`src/assert_macros.svh`:
```
// Assertion macros shared by the positional array list RTL.
// Needs nothing else; simulation builds get the checks, synthesis gets empty bodies.
`ifndef ASSERT_MACROS_SVH
`define ASSERT_MACROS_SVH
`ifndef SYNTHESIS
`define PAL_ASSERT(lbl, clk, rst, prop) \
  lbl: assert property (@(posedge clk) disable iff (rst) prop) \
    else $error("pal assertion failed");
`define PAL_NEVER(lbl, clk, rst, cond) \
  lbl: assert property (@(posedge clk) disable iff (rst) !(cond)) \
    else $error("pal forbidden condition seen");
`else
`define PAL_ASSERT(lbl, clk, rst, prop)
`define PAL_NEVER(lbl, clk, rst, cond)
`endif
`endif

```
`src/pal_pkg.sv`:
```
// Constants, types and command codes of the positional array list.
// No dependencies; the interfaces and RTL modules refer to it by scoped names.
package pal_pkg;

  localparam int DEPTH  = 512;
  localparam int WORD_W = 32;
  localparam int POS_W  = 10;
  localparam int CMD_W  = 3;
  localparam int CNT_W  = $clog2(DEPTH + 1);
  localparam int IDX_W  = $clog2(DEPTH);
  localparam int CMP_W  = (POS_W > CNT_W) ? POS_W : CNT_W;

  // fan-in of the first two levels of the removed-word gather tree
  localparam int GRP    = 16;
  localparam int L1_N   = (DEPTH + GRP - 1) / GRP;
  localparam int L2_N   = (L1_N + GRP - 1) / GRP;

  typedef logic [WORD_W-1:0] word_t;
  typedef logic [POS_W-1:0]  pos_t;
  typedef logic [CNT_W-1:0]  cnt_t;
  typedef logic [IDX_W-1:0]  idx_t;
  typedef logic [CMP_W-1:0]  cmp_t;

  typedef enum logic [CMD_W-1:0] {
    CMD_INS_HEAD = 3'd0,
    CMD_INS_TAIL = 3'd1,
    CMD_INS_POS  = 3'd2,
    CMD_REM_HEAD = 3'd3,
    CMD_REM_TAIL = 3'd4,
    CMD_REM_POS  = 3'd5
  } cmd_e;

  // broadcast from the control to every cell
  typedef struct packed {
    logic  ins;   // accepted insert that passed its checks
    logic  rem;   // accepted remove that passed its checks
    cmp_t  pos;   // resolved target index
    cmp_t  cnt;   // entry count before the command
    word_t word;  // word to insert
  } cell_ctl_t;

endpackage

```
`src/pal_cell.sv`:
```
// One list slot: holds a single entry word and shifts with its neighbors.
// Depends on pal_pkg for the control broadcast and word types.
module pal_cell (
  input  logic               clk,
  input  pal_pkg::idx_t      idx,
  input  pal_pkg::cell_ctl_t ctl,
  input  pal_pkg::word_t     left,
  input  pal_pkg::word_t     right,
  output pal_pkg::word_t     data,
  output pal_pkg::word_t     sel
);

  pal_pkg::cmp_t  ix;
  pal_pkg::cmp_t  ix_inc;
  pal_pkg::word_t data_next;

  assign ix     = pal_pkg::cmp_t'(idx);
  assign ix_inc = ix + pal_pkg::cmp_t'(1);

  // pick the next word: load, take from below, take from above, or hold
  always_comb begin
    data_next = data;
    if (ctl.ins) begin
      if (ix == ctl.pos) begin
        data_next = ctl.word;
      end else if (ix > ctl.pos && ix <= ctl.cnt) begin
        data_next = left;
      end
    end else if (ctl.rem) begin
      if (ix >= ctl.pos && ix_inc < ctl.cnt) begin
        data_next = right;
      end
    end
  end

  always_ff @(posedge clk) begin
    data <= data_next;
  end

  // offer the current word to the gather tree when this slot is removed
  assign sel = (ctl.rem && ix == ctl.pos) ? data : '0;

endmodule

```
`config.mk`:
```
export PLATFORM = sky130hd
export DESIGN_NAME = pal_cell
export DESIGN_NICKNAME = d
export VERILOG_FILES = /design/src/assert_macros.svh /design/src/pal_pkg.sv /design/src/pal_cell.sv
export SDC_FILE = /design/constraint.sdc
export NUM_CORES = 1
export LEC_CHECK = 0
export BUFFER_PORTS_ARGS = -buffer_cell sky130_fd_sc_hd__buf_2
export CORE_MARGIN = 5
export CORE_UTILIZATION = 42
export DETAILED_ROUTE_END_ITERATION = 8
export GPL_ROUTABILITY_DRIVEN = 1
export PLACE_DENSITY_LB_ADDON = 0.15
export SLEW_MARGIN = 20
export SYNTH_ARGS = -nofsm -noshare
export SYNTH_HDL_FRONTEND = slang
export SYNTH_SLANG_ARGS = --single-unit
```
`constraint.sdc`:
```
create_clock -name clk -period 4.15 [get_ports clk]
set_input_delay 0.2075 -clock clk [delete_from_list [all_inputs] [get_ports clk]]
set_output_delay 0.2075 -clock clk [all_outputs]
set_load 0.01 [all_outputs]
```
# After elaboration in Yosys (flattened, before gate mapping)
# Index checks and enable logic that the tools add are counted.
totals:
  ramBits: 0
  elab_cells: 20
  regBits: 32
  mem_bits_ro: 0
  memories: 0
  latchBits: 0
classes:
  eq_ne: 2
  n_addsub: 1
  reduce_logical: 6
  mux: 6
  n_bitwise: 0
  div: 0
  magnitude_cmp: 4
  shift: 0
  multipliers: 0
op_table:
  columns: ["operator", "count"]
  rows:
  - ["2-to-1 mux 32 bit", 6]
  - ["adder 9 x 1 -> 10 bit (second input constant)", 1]
  - ["== test 9 x 10 -> 1 bit", 1]
  - ["greater-or-equal comparator 9 x 10 -> 1 bit", 1]
  - ["> comparator 9 x 10 -> 1 bit", 1]
  - ["<= comparator 9 x 10 -> 1 bit", 1]
  - ["< comparator 10 bit", 1]
  - ["nonzero test 2 bit", 2]
  - ["logical AND 1 bit", 3]
  - ["!= test 3 x 1 -> 1 bit (second input constant)", 1]
  - ["AND reduction 3 bit", 1]

# Depth between registers and ports, before layout
# Gate-level depths: netlist (run 1).
depth:
  depth_word: 6
  ltp_mapped: 11

# Worst setup path after synthesis (run 1)
# No wires, ideal clock.
synth_timing:
  kind: "input to register"
  from: "input idx[0]"
  to: "register data[0] (enable)"
  n_path_buf: 0
  path_slack_ns: 0.872
  path_stages: 11
  arrival_time_ns: 2.859
  required_time_ns: 3.731
  cell_sequence: "ha_1 > nand2_1 > nor2_1 > nand3_1 > xnor2_1 > ha_1 > nand2_1 > o21ai_0 > nor3b_1 > a21oi_1 > a211oi_2"
synth_between:
  elab_chain_len: 5
synth_lines:
  columns: ["element", "line", "text"]
  rows:
  - ["from (decl)", "pal_cell.sv:5", "input pal_pkg::idx_t idx,"]
  - ["adder 9 x 1 -> 10 bit", "pal_cell.sv:18", "assign ix_inc = ix + pal_pkg::cmp_t'(1);"]
  - ["< comparator 10 bit", "pal_cell.sv:30", "if (ix >= ctl.pos && ix_inc < ctl.cnt) begin"]
  - ["logical AND 1 bit", "pal_cell.sv:30", null]
  - ["nonzero test 2 bit (no source line)", null, null]
  - ["AND reduction 3 bit (no source line) *", null, null]
  - ["to (signal assigned)", "pal_cell.sv:37", "data <= data_next;"]
  - ["to (decl)", "pal_cell.sv:9", "output pal_pkg::word_t data,"]
# Mark *: on every way between the ends. The rest lies on a longest branch, timed or not.
# A chain may end at the register's enable or synchronous reset.

# Worst setup path after layout (run 1)
layout_timing:
  from: "input idx[2]"
  to: "register data[24] (enable)"
# Same word-level chain as after synthesis.

==> reports/results.txt, run 1 <==
The flow ran to the end, and the final reports show no timing, DRC or antenna violations. The number of synthesized register bits is 32, and the largest driver fanout on the critical path is 20. In this run, placement finished with an instance count of 543. The number of antenna violations at the first check in global routing is 0.

The proportion of layout cells with a drive suffix above 1 was 43.25%; the aggregate negative setup slack was 0 ns. The number of buffers created by CTS is 5. The per-cell via count in the routed design came out at 4.971. The worst slew margin relative to its limit was 31.40%; the per-instance average area after synthesis was 9.427 um2. The tools report the top-level port count as 192.

Once detail routing completed, the nets flagged for antenna violations numbered 0. The tools report the final routed DRC violation total as 0. The post-synthesis net count came out at 447.

The number of clock sinks came out at 32. The final setup violation count is 0, and the max-slew violation count is 0. The routability congestion estimate from global placement was 0.8606. The final wirelength is 8.118 mm.

The number of buffers inserted by hold repair at cts was 0; the final critical path time including I/O delays and setup was 2.772 ns. Combinational cell fraction of total power: 27.5%. At the worst endpoint, the arrival time is 2.75 ns. The count of buffers inserted at the top-level ports works out to 191. The worst hold path belongs to the class input port to register. The nature of the critical path endpoint was a register. The total of max-cap violations was 0. The first routing iteration left 44 violations.

The clock passes through at most 2 buffers. The worst setup path is launched from an input port. The run gives 0.002734 mm2 as the summed instance area of the synthesized netlist. The run gives 0.1579 mV as the worst voltage drop across the vdd grid.

The root cell of the clock tree was sky130_fd_sc_hd__clkbuf_8. Summed over all cells, the static leakage comes to 2.053 nW. Leaving out fill and tap cells, the most frequent cell in the layout is sky130_fd_sc_hd__buf_2. The finished cells cover 0.003799 mm2. Yosys mapped the design onto 29 distinct sky130hd cell types. The share of power burned in registers is 47.3%. For this run, the share of the core covered by cells in the final layout is 59.82%. The area growth from synthesis to layout is 38.95%. For this configuration, the core starts out at a cell density of 43.05%.

In the final routed layout, each cell accounts on average for 14.73 um. The placed instances occupy a cell area of 0.003714 mm2. The die area was 0.008223 mm2; the setup fix buffers added after clock tree synthesis was 0. Setup repair after global routing left no endpoint under its margin. The final-report hold violation count was 0. data holds more flip-flops than any other register.

Leading area contributor after synthesis: sky130_fd_sc_hd__edfxtp_1. In this run the vertical extent of the chip is 90.68 um. The Yosys step of the flow raised 0 warnings. The clock-pin slew on the worst setup and hold paths came out at 0.06 ns.

Actual slew at the worst max-slew pin: 1.026 ns. Global routing consumed, over all layers together, 19.59% of the routing resources. The clock share of power was 25.2%. The maximum frequency from static timing analysis is 360.8 MHz. After synthesis, the cell types taking the most area are sky130_fd_sc_hd__edfxtp_1, sky130_fd_sc_hd__ha_1, sky130_fd_sc_hd__mux2i_1, sky130_fd_sc_hd__and3_1, sky130_fd_sc_hd__a21oi_1. By startpoint and endpoint, the worst setup path is classified as input port to register.

The net load switching power is 0.2485 mW. The die is 90.68 um wide. The endpoint required time on the critical path is 4.13 ns, and the via count of the first global-routing pass is 2821. In the layout the commonest cells are sky130_fd_sc_hd__buf_2, sky130_fd_sc_hd__a21oi_1, sky130_fd_sc_hd__nor2_1. The floorplan step defined a core boundary enclosing 0.006350 mm2. The floorplan has 29 rows. For this run the aggregate overflow at the end of global routing stands at 0.

The worst path uses 66.79% of the clock period. The share of the Yosys chip area taken by registers is 35.15%. The number of instances on the worst hold path was 3; the number of flip-flops in the largest register was 32. The logs give 2739 for the vias after detailed routing and 6.677 mm for the HPWL reported at the end of detailed placement. Post-CTS repair changed the size of 0 cells. Leaving out filler cells and counting taps, the final layout contains 551. Of the total power, the share spent switching nets is 28.55%. The synthesized instance count came out at 290. The run gives 573 as the number of fillers in the final layout. The internal power of the cells is 0.6218 mW. The largest registers in the layout are data (32). The H-tree was split into 2 levels.

For the number of antenna cells inserted, the log shows 0. The first detailed-routing pass took 4 iterations. Total power density per cell area: 229.1 mW/mm2.

The share of the synthesized area in the top cell type is 35.15%, and the number of nets in the final layout is 630. TritonCTS built the clock tree. The largest net degree at the start of global routing came out at 67.

The first global-routing pass estimated 13.16 mm of wire.
cells in the mapped netlist, drive strengths merged:
master and count:
a21oi 40, clkbuf 12, nand2b 2, nand4b 1, buf 5, nor3 2
nor2 39, and3 35, o211ai 1, nor3b 1, nand3 7, xor2 4
xnor2 3, ha 29, a211oi 3, mux2i 32, inv 22, a21o 3
edfxtp 32, o41ai 1, nand4 3, nand2 6, o21ai 2, o31ai 3
a21boi 2
power groups by stage:
stage,combinational (mW),sequential [mW],clock (mW)
final,0.240,0.411,0.219
after global routing,0.270,0.415,0.244
after CTS,0.242,0.412,0.227
after detailed placement,0.242,0.417,0
after global placement,0.237,0.417,0
after floorplan,0.103,0.429,0
per-stage QoR:
step | total power, mW | setup slack [ns] | hold slack, ns
after CTS | 0.8812 | 1.331 | 0.2424
after detailed placement | 0.6590 | 1.042 | 0.5323
after global placement | 0.6535 | 1.136 | 0.5305
final | 0.8703 | 1.378 | 0.2496
after floorplan | 0.5319 | 0.8723 | 0.4331
after global routing | 0.9282 | 1.131 | 0.2554
worst paths after layout:
kind / from / endpoint
worst min-delay path: right[14] / data[14]$_DFFE_PP_
worst max-delay path: idx[2] / data[24]$_DFFE_PP_
cell families after synthesis:
kind of cell / Yosys count / share of synthesized area (%)
flip-flops: 32 / 35.15
multiplexers: 32 / 11.72
adder cells (fa/ha/maj): 29 / 13.27
buffers and inverters: 39 / 7.414
XOR/XNOR: 7 / 2.243
AND/OR/NAND/NOR: 96 / 18.72
AO/OA/AOI/OAI: 55 / 11.49
layer usage:
layer	global-route usage (%)	wire length, um	vias to the layer above
li1	-	-	1415
met1	22.79	3241	1201
met2	34.44	4074	115
met3	5.917	680	8
met4	5.707	121	0
met5	0	0	-
critical path, stage by stage:
cell and delay (ns):
sky130_fd_sc_hd__buf_2 0.15, sky130_fd_sc_hd__nand3_1 0.11, sky130_fd_sc_hd__nor2_1 0.16, sky130_fd_sc_hd__and3_1 0.21
sky130_fd_sc_hd__xor2_1 0.15, sky130_fd_sc_hd__ha_1 0.26, sky130_fd_sc_hd__a21oi_1 0.12, sky130_fd_sc_hd__o21ai_0 0.10
sky130_fd_sc_hd__nor3b_1 0.19, sky130_fd_sc_hd__a21oi_1 0.14, sky130_fd_sc_hd__a211oi_4 0.71, sky130_fd_sc_hd__buf_12 0.25
final cells by class:
cell class                      instances  area, um2  share of cell area [%]
Inverter                               22      82.58                   2.174
Clock buffer                            5      68.82                   1.812
Tap cell                               77      96.34                   2.536
Timing Repair Buffer                  193      985.9                   25.96
Clock inverter                          3      13.76                  0.3623
Multi-Input combinational cell        219       1590                   41.86
Sequential cell                        32      960.9                   25.30
Power figures use the tool's default switching activity.
==> inputs of run 2 (changes only) <==
ABC_AREA = 1   (was not set)
CORE_UTILIZATION = 40   (was 42)
clock period = 2.5 ns   (was 4.15 ns; I/O delays follow)
==> run 2 against run 1 <==
  * First-iteration DRC count is 14% higher
  * Critical endpoint is now data[2]$_DFFE_PP_
  * Routed wire length is 9.5% higher
  * Final cell count is 31% higher
  * Sequential power is 66% higher
  * Critical path type unchanged
  * Core utilization is 3.3 points lower
  * Largest power group unchanged
  * Synthesized cell count is 48% higher
  * Clock-buffer cell count stayed put
==> reports/results.txt, run 2 <==
The run finished with clean final reports. Across every metal layer, demand over resource in global routing totals 17.58%. In this run the vertical extent of the chip is 98.84 um. The tools report the global-route wire length before repair as 14.19 mm. Source of the worst hold timing path: right[29].

Summed over all layers, the global routing overflow is 0. Setup total negative slack on the finished layout was measured at 0 ns. For the largest net degree at the start of global routing, the log shows 48. At the end of routability-driven placement, the weighted congestion stood at 0.8646. The class of the tightest hold or removal check is input port to register. IR analysis of the VDD net gives a maximum drop of 0.2003 mV. The die area was 0.009768 mm2; the post-detailed-route wirelength per cell was 12.35 um.

Setup violations remaining at the end of the flow were counted as 0. Counting flops per register, the top entry is data. The number of antenna violations at the first check in global routing is 0. The number of warnings printed during yosys synthesis came out at 0. The synthesized netlist occupies a cell area of 0.003157 mm2. The tools report the number of buffers created by CTS as 5.

Top-level port count: 192. The critical path launch point type is an input port. The setup fix buffers added after clock tree synthesis was 0; the clock-pin slew on the worst setup and hold paths was 0.07 ns.

The via count of the first global-routing pass came out at 3101. The count of buffers inserted at the top-level ports is 191, and the largest driver fanout on the critical path is 16. Leaving out fill and tap cells, the most frequent cell in the layout is sky130_fd_sc_hd__buf_2. CTS built an H-tree with a depth of 2. In the final layout, the share of cells above drive strength 1 is 38.41%. The hold slack came out at 0.1627 ns. The largest registers in the layout are data (32).

The root cell of the clock tree is sky130_fd_sc_hd__clkbuf_8. When the netlist entered floorplanning its net count stood at 585. The worst slew margin relative to its limit came out at 65.47%. Leading area contributor after synthesis: sky130_fd_sc_hd__edfxtp_1. Summed over its instances, the top area cell type makes up 30.44% of the synthesized netlist area. The die is 98.84 um wide. In this run the static leakage power is 2.701 nW.

The actual slew at the worst max-slew pin works out to 0.5180 ns. The leading cell type by number of instances after synthesis is sky130_fd_sc_hd__inv_1. The first routing iteration left 50 violations. Counting flops with a built-in enable in the synthesized netlist gives 32. Wires add up to 8.889 mm. The number of placement rows was 32; the post-cts gate resize count was 0. The core utilization of the finished layout is 56.56%. In the layout the commonest cells are sky130_fd_sc_hd__buf_2, sky130_fd_sc_hd__inv_1, sky130_fd_sc_hd__nand2_1. For this configuration, the core starts out at a cell density of 41.06%. In this run the power density over the cells is 371.8 mW/mm2.

The smallest clock period supported by the final layout is computed as 2.151 ns. The run gives 465.0 MHz as the maximum frequency from static timing analysis. Among all flip-flop cells after synthesis, the most frequent one is sky130_fd_sc_hd__edfxtp_1. Setup repair after global routing left no endpoint under its margin. The worst setup path is captured at a register. Compared with the post-synthesis result, the final layout area differs by 37.73%. For this run, the register share of the synthesized area comes to 30.44%.

The most critical setup path has its endpoint at data[2]$_DFFE_PP_. For this run, asynchronously set or reset flops after synthesis account for 0%. The commonest cells after synthesis are sky130_fd_sc_hd__inv_1, sky130_fd_sc_hd__nand2_1, sky130_fd_sc_hd__nor2_1. The tools report the remaining antenna violation count after routing as 0. Summing all placed instances gives a cell area of 0.004239 mm2. The total area inside the core boundary comes to 0.007687 mm2. Before antenna repair, the detailed router went through 4 iterations. Data on the critical path arrives at its endpoint at 2.14 ns. Hold repair after CTS inserted 0 buffers. The netlist uses 26 different library cells.

The tools report the HPWL reported at the end of detailed placement as 7.504 mm. The first element of the critical path was idx[2]. Ranked by total cell area, the synthesized netlist is headed by sky130_fd_sc_hd__edfxtp_1, sky130_fd_sc_hd__inv_1, sky130_fd_sc_hd__ha_1, sky130_fd_sc_hd__o211ai_2, sky130_fd_sc_hd__nand2_1.

Data on the critical path is required at its endpoint by 2.49 ns. Max-cap violations in this run came to 0. The logs give 0.004348 mm2 for the final cell area excluding filler cells and 0 for the max-slew violation count. The per-instance average area after synthesis came out at 7.376 um2. The post-route fraction of the period consumed by the critical path is 86.02%, and the number of synthesized register bits is 32. The category of the critical setup timing path was input port to register. The routed layout has 3207 vias. The number of flip-flops in the largest register is 32.

After detailed routing, the number of vias per cell comes to 4.454. TritonCTS built the clock tree. The number of clock sinks is 32. Final-report hold violation count: 0. Counting instances, the worst hold path has a depth of 3.

Final routed DRC violation total: 0. The final layout contains 773 nets. The clock passes through at most 2 buffers. The synthesized instance count was 428.
-- run 2: cell types whose count changed after synthesis, sizes merged, moves of 5 or more --
cell	before	now
and3	35	1
o21ai	2	32
a21oi	40	6
nor2	39	44
nand2	6	76
o211ai	1	32
buf	5	11
mux2i	32	0
inv	22	135
clkbuf	12	6
-- run 2: cell type report --
cell class	count	area (um2)
fillers	747	3339
multi-input cells	244	1585
repair buffers	198	1059
flip-flops and latches	32	960.9
inverters	135	506.7
well taps	102	127.6
clock buffers	5	68.82
clock inverters	3	37.54
diodes	1	2.502
-- run 2: worst max-delay path, cell delays in order --
cell,delay (ns)
sky130_fd_sc_hd__buf_2,0.12
sky130_fd_sc_hd__nand3_1,0.14
sky130_fd_sc_hd__nor3b_1,0.29
sky130_fd_sc_hd__nand2_1,0.15
sky130_fd_sc_hd__nor3_1,0.16
sky130_fd_sc_hd__ha_1,0.29
sky130_fd_sc_hd__nand2_1,0.08
sky130_fd_sc_hd__nand2_1,0.04
sky130_fd_sc_hd__nor2_1,0.07
sky130_fd_sc_hd__and3_1,0.15
sky130_fd_sc_hd__a21oi_1,0.10
sky130_fd_sc_hd__a21oi_4,0.22
sky130_fd_sc_hd__buf_12,0.18
-- run 2: metal layers --
layer / up-vias / routed length [um] / GRT usage (%)
met3: 6 / 750 / 4.105
met2: 118 / 4537 / 31.71
li1: 1703 / - / -
met1: 1380 / 3496 / 20.72
met4: 0 / 104 / 4.937
met5: - / 0 / 0
-- run 2: metrics by stage --
stage / instances / power [mW] / worst slack [ns]
3_5_place_dp: 711 / 1.164 / 0.07346
6_report: 720 / 1.616 / 0.3495
3_3_place_gp: 711 / 1.152 / 0.1011
5_1_grt: 719 / 1.732 / 0.1339
2_1_floorplan: 428 / 0.9374 / 0.1154
4_1_cts: 719 / 1.641 / 0.3652
-- run 2: logic make-up (layout without fill, tap and decap cells) --
group                      count (synthesis)  count (layout)  share of synthesized area, %
buffers and inverters                    152             341                         19.70
and+or+nand+nor                          136             136                         17.80
AOI/OAI and AO/OA                         74              74                         19.18
DFF                                       32              32                         30.44
adders and majority gates                 29              29                         11.49
xor gates and xnor gates                   5               5                         1.387
other                                      0               1                             0
-- run 2: worst min path at each step --
stage | end | slack (ns)
floorplan | data[10]$_DFFE_PP_ | 0.35
CTS | data[23]$_DFFE_PP_ | 0.15
detailed placement | data[23]$_DFFE_PP_ | 0.44
global route | data[8]$_DFFE_PP_ | 0.16
global placement | data[9]$_DFFE_PP_ | 0.43
finish | data[29]$_DFFE_PP_ | 0.16
-- run 2: power breakdown --
part | total [mW] | leakage [nW] | switching (mW) | internal [mW]
logic | 0.465 | 2.36 | 0.249 | 0.216
clock network | 0.469 | 0.0532 | 0.179 | 0.290
registers | 0.683 | 0.287 | 0.0282 | 0.655
total | 1.62 | 2.70 | 0.456 | 1.16
==> inputs of run 3 (changes only) <==
CTS_BUF_LIST = sky130_fd_sc_hd__clkbuf_16   (was not set)
==> run 3 against run 2 <==
  * Via count decreased by 0.19%
  * Clock power grew 40%
  * Die area is the same
  * Sequential share of layout area down 0.28 points
  * Fmax shrank 0.41%
  * Sequential cell count is the same
  * Largest power group unchanged
  * Worst setup slack lost 0.0088 ns
  * Sequential power hardly changed
  * Routed wire length is 0.76% lower
  * Critical path depth is the same
  * Final area grew 1.3%
  * Final cell count unchanged
  * Critical endpoint is now data[9]$_DFFE_PP_
==> reports/results.txt, run 3 (same netlist as run 2, synthesis figures left out) <==
The run gives 41.06% as the effective utilization at floorplan. The first element of the critical path is idx[2]. The number of DRC markers in iteration 0 was 49. The logs give 0 for the total of max-cap violations and 3201 for the vias after detailed routing. Of the cells placed in the final design, the portion with a size suffix greater than 1 is 38.41%. Setup repair after global routing left no endpoint under its margin. The final layout contains 773 nets.

The worst slew margin relative to its limit is 65.46%, and the number of flip-flops in the largest register is 32. The layout-stage area growth over the synthesis result is 39.52%, and the final critical path time including I/O delays and setup is 2.159 ns. The remaining antenna violation count after routing is 0. The clock net in this run drives a total of 32 sinks.

The tools report the number of buffers inserted by hold repair at cts as 0. In the final timing run, aggregate negative setup slack is 0 ns. The tools report the nature of the critical path endpoint as a register.

The final setup violation count came out at 0. For the number of H-tree levels, the log shows 2. The slowest stage of the critical path belongs to the cell sky130_fd_sc_hd__nor3b_1.

CTS placed an instance of sky130_fd_sc_hd__clkbuf_16 at the clock tree root. In the routed layout, each cell is associated on average with a via count of 4.446. In this run, post-CTS repair resized a total of 0 instances.

The startpoint identified for the worst hold timing path is right[3]. In this run the worst hold path is classified as input port to register. For this run, design rule violations remaining after detail routing come to 0. By instance count, the cell type seen most on the critical path is sky130_fd_sc_hd__nand2_1. TritonCTS built the clock tree.

The largest register by flop count was data. The worst-case IR drop observed on VDD is 0.2366 mV. The max-slew violation count is 0, and the maximum frequency from static timing analysis is 463.1 MHz. Global routing used 17.53% of the available tracks. The routed design has 8.821 mm of wire.

The tools report the detailed-routing iteration count for the pre-antenna-repair pass as 4. Before CTS, the worst setup slack after placement is 0.07346 ns. The largest net degree at the start of global routing is 48, and the via count of the first global-routing pass is 3099. The largest driver fanout on the critical path came out at 16. The number of antenna violations at the first check in global routing came out at 0. The number of setup buffers added after CTS is 0.

The flow ran to the end, and the final reports show no timing, DRC or antenna violations. The tools report the number of buffers created by CTS as 5. STA classifies the critical path startpoint as an input port. After clock tree synthesis, the clock-pin slew on the worst setup and hold paths is 0.05 ns. The top cell types in the final layout, fill and taps aside, are sky130_fd_sc_hd__buf_2, sky130_fd_sc_hd__inv_1, sky130_fd_sc_hd__nand2_1.

The tools report the leakage power of the design as 2.726 nW. Routability-driven placement finished with a final weighted congestion of 0.8646. Traced cell by cell, the critical path runs through buf_2, nand3_1, nor3b_1, nand2_1, nor3_1, ha_1, nand2_1, nand2_1, nor2_1, and3_1, a21oi_1, a21oi_4, buf_12. For this run the aggregate overflow at the end of global routing stands at 0.

The HPWL reported at the end of detailed placement was 7.504 mm. The category of the critical setup timing path is input port to register. The final-report hold violation count is 0, and the count of buffers inserted at the top-level ports is 191.

The die width was 98.84 um; the area inside the core boundary was 0.007687 mm2. The first global-routing pass estimated 14.12 mm of wire. For the worst setup path, the data arrival time is 2.14 ns. The total power density per cell area was 410.2 mW/mm2; the endpoint required time on the critical path was 2.48 ns.

The die is 98.84 um tall. No sink is reached through more buffers than the 2 on the longest clock path. In the final layout, the registers with the most flip-flops are data (32). The die area was 0.009768 mm2. The post-detailed-route wirelength per cell is 12.25 um. Row generation in the floorplan step produced 32 rows. The most critical setup path has its endpoint at data[9]$_DFFE_PP_.

The final critical path takes up 86.37% of the cycle. In this design, the stage delay of the slowest critical-path cell is 0.29 ns. Once routing completed, OpenROAD measured the worst setup slack at 0.3407 ns. The actual slew at the worst max-slew pin works out to 0.5180 ns. Leaving out fill and tap cells, the most frequent cell in the layout is sky130_fd_sc_hd__buf_2.

Pin placement for this block handled 192 I/O pins.
run 3: area by class of cell:
class / instances / area [um2]
Clock buffer: 5 / 125.1
Sequential cell: 32 / 960.9
Timing Repair Buffer: 198 / 1059
Multi-Input combinational cell: 244 / 1585
Tap cell: 102 / 127.6
Fill cell: 737 / 3283
Clock inverter: 3 / 37.54
Antenna cell: 1 / 2.502
Inverter: 135 / 506.7
run 3: stage by stage:
| stage | hold slack [ns] | total power [mW] | area (um2) | instances | util, % |
|---|---|---|---|---|---|
| final | 0.1723 | 1.807 | 4404 | 720 | 57.29 |
| after detailed placement | 0.4415 | 1.164 | 4239 | 711 | 55.14 |
| after global routing | 0.1730 | 1.923 | 4402 | 719 | 57.26 |
| after global placement | 0.4341 | 1.152 | 4239 | 711 | 55.14 |
| after CTS | 0.1633 | 1.835 | 4402 | 719 | 57.26 |
| after floorplan | 0.3484 | 0.9374 | 3168 | 428 | - |
run 3: how the worst min path moves through the flow:
stage                         endpoint  slack (ns)  cells past startpoint
floorplan           data[10]$_DFFE_PP_        0.35                      2
global placement     data[9]$_DFFE_PP_        0.43                      3
detailed placement  data[23]$_DFFE_PP_        0.44                      3
CTS                 data[23]$_DFFE_PP_        0.16                      3
global route         data[8]$_DFFE_PP_        0.17                      3
finish               data[3]$_DFFE_PP_        0.17                      3
run 3: worst max-delay path: cells and delay by family:
family	cells	cell delay (ns)
AO/OA/AOI/OAI	2	0.32
adder cells (fa/ha/maj)	1	0.29
AND/OR/NAND/NOR	8	1.08
buffers and inverters	2	0.30
run 3: per-layer routing:
layer / track usage, % / up-vias / share of wire [%]
li1: - / 1703 / -
met4: 4.937 / 0 / 1.3
met1: 20.58 / 1376 / 39
met3: 4.105 / 8 / 8.0
met5: 0 / - / 0
met2: 31.71 / 114 / 52
run 3: report_power, final:
group | switching, mW | leakage (nW) | total, mW | internal (mW)
Sequential | 0.0284 | 0.287 | 0.684 | 0.656
Clock | 0.196 | 0.0789 | 0.658 | 0.462
Combinational | 0.248 | 2.36 | 0.464 | 0.216
Total | 0.473 | 2.73 | 1.81 | 1.33
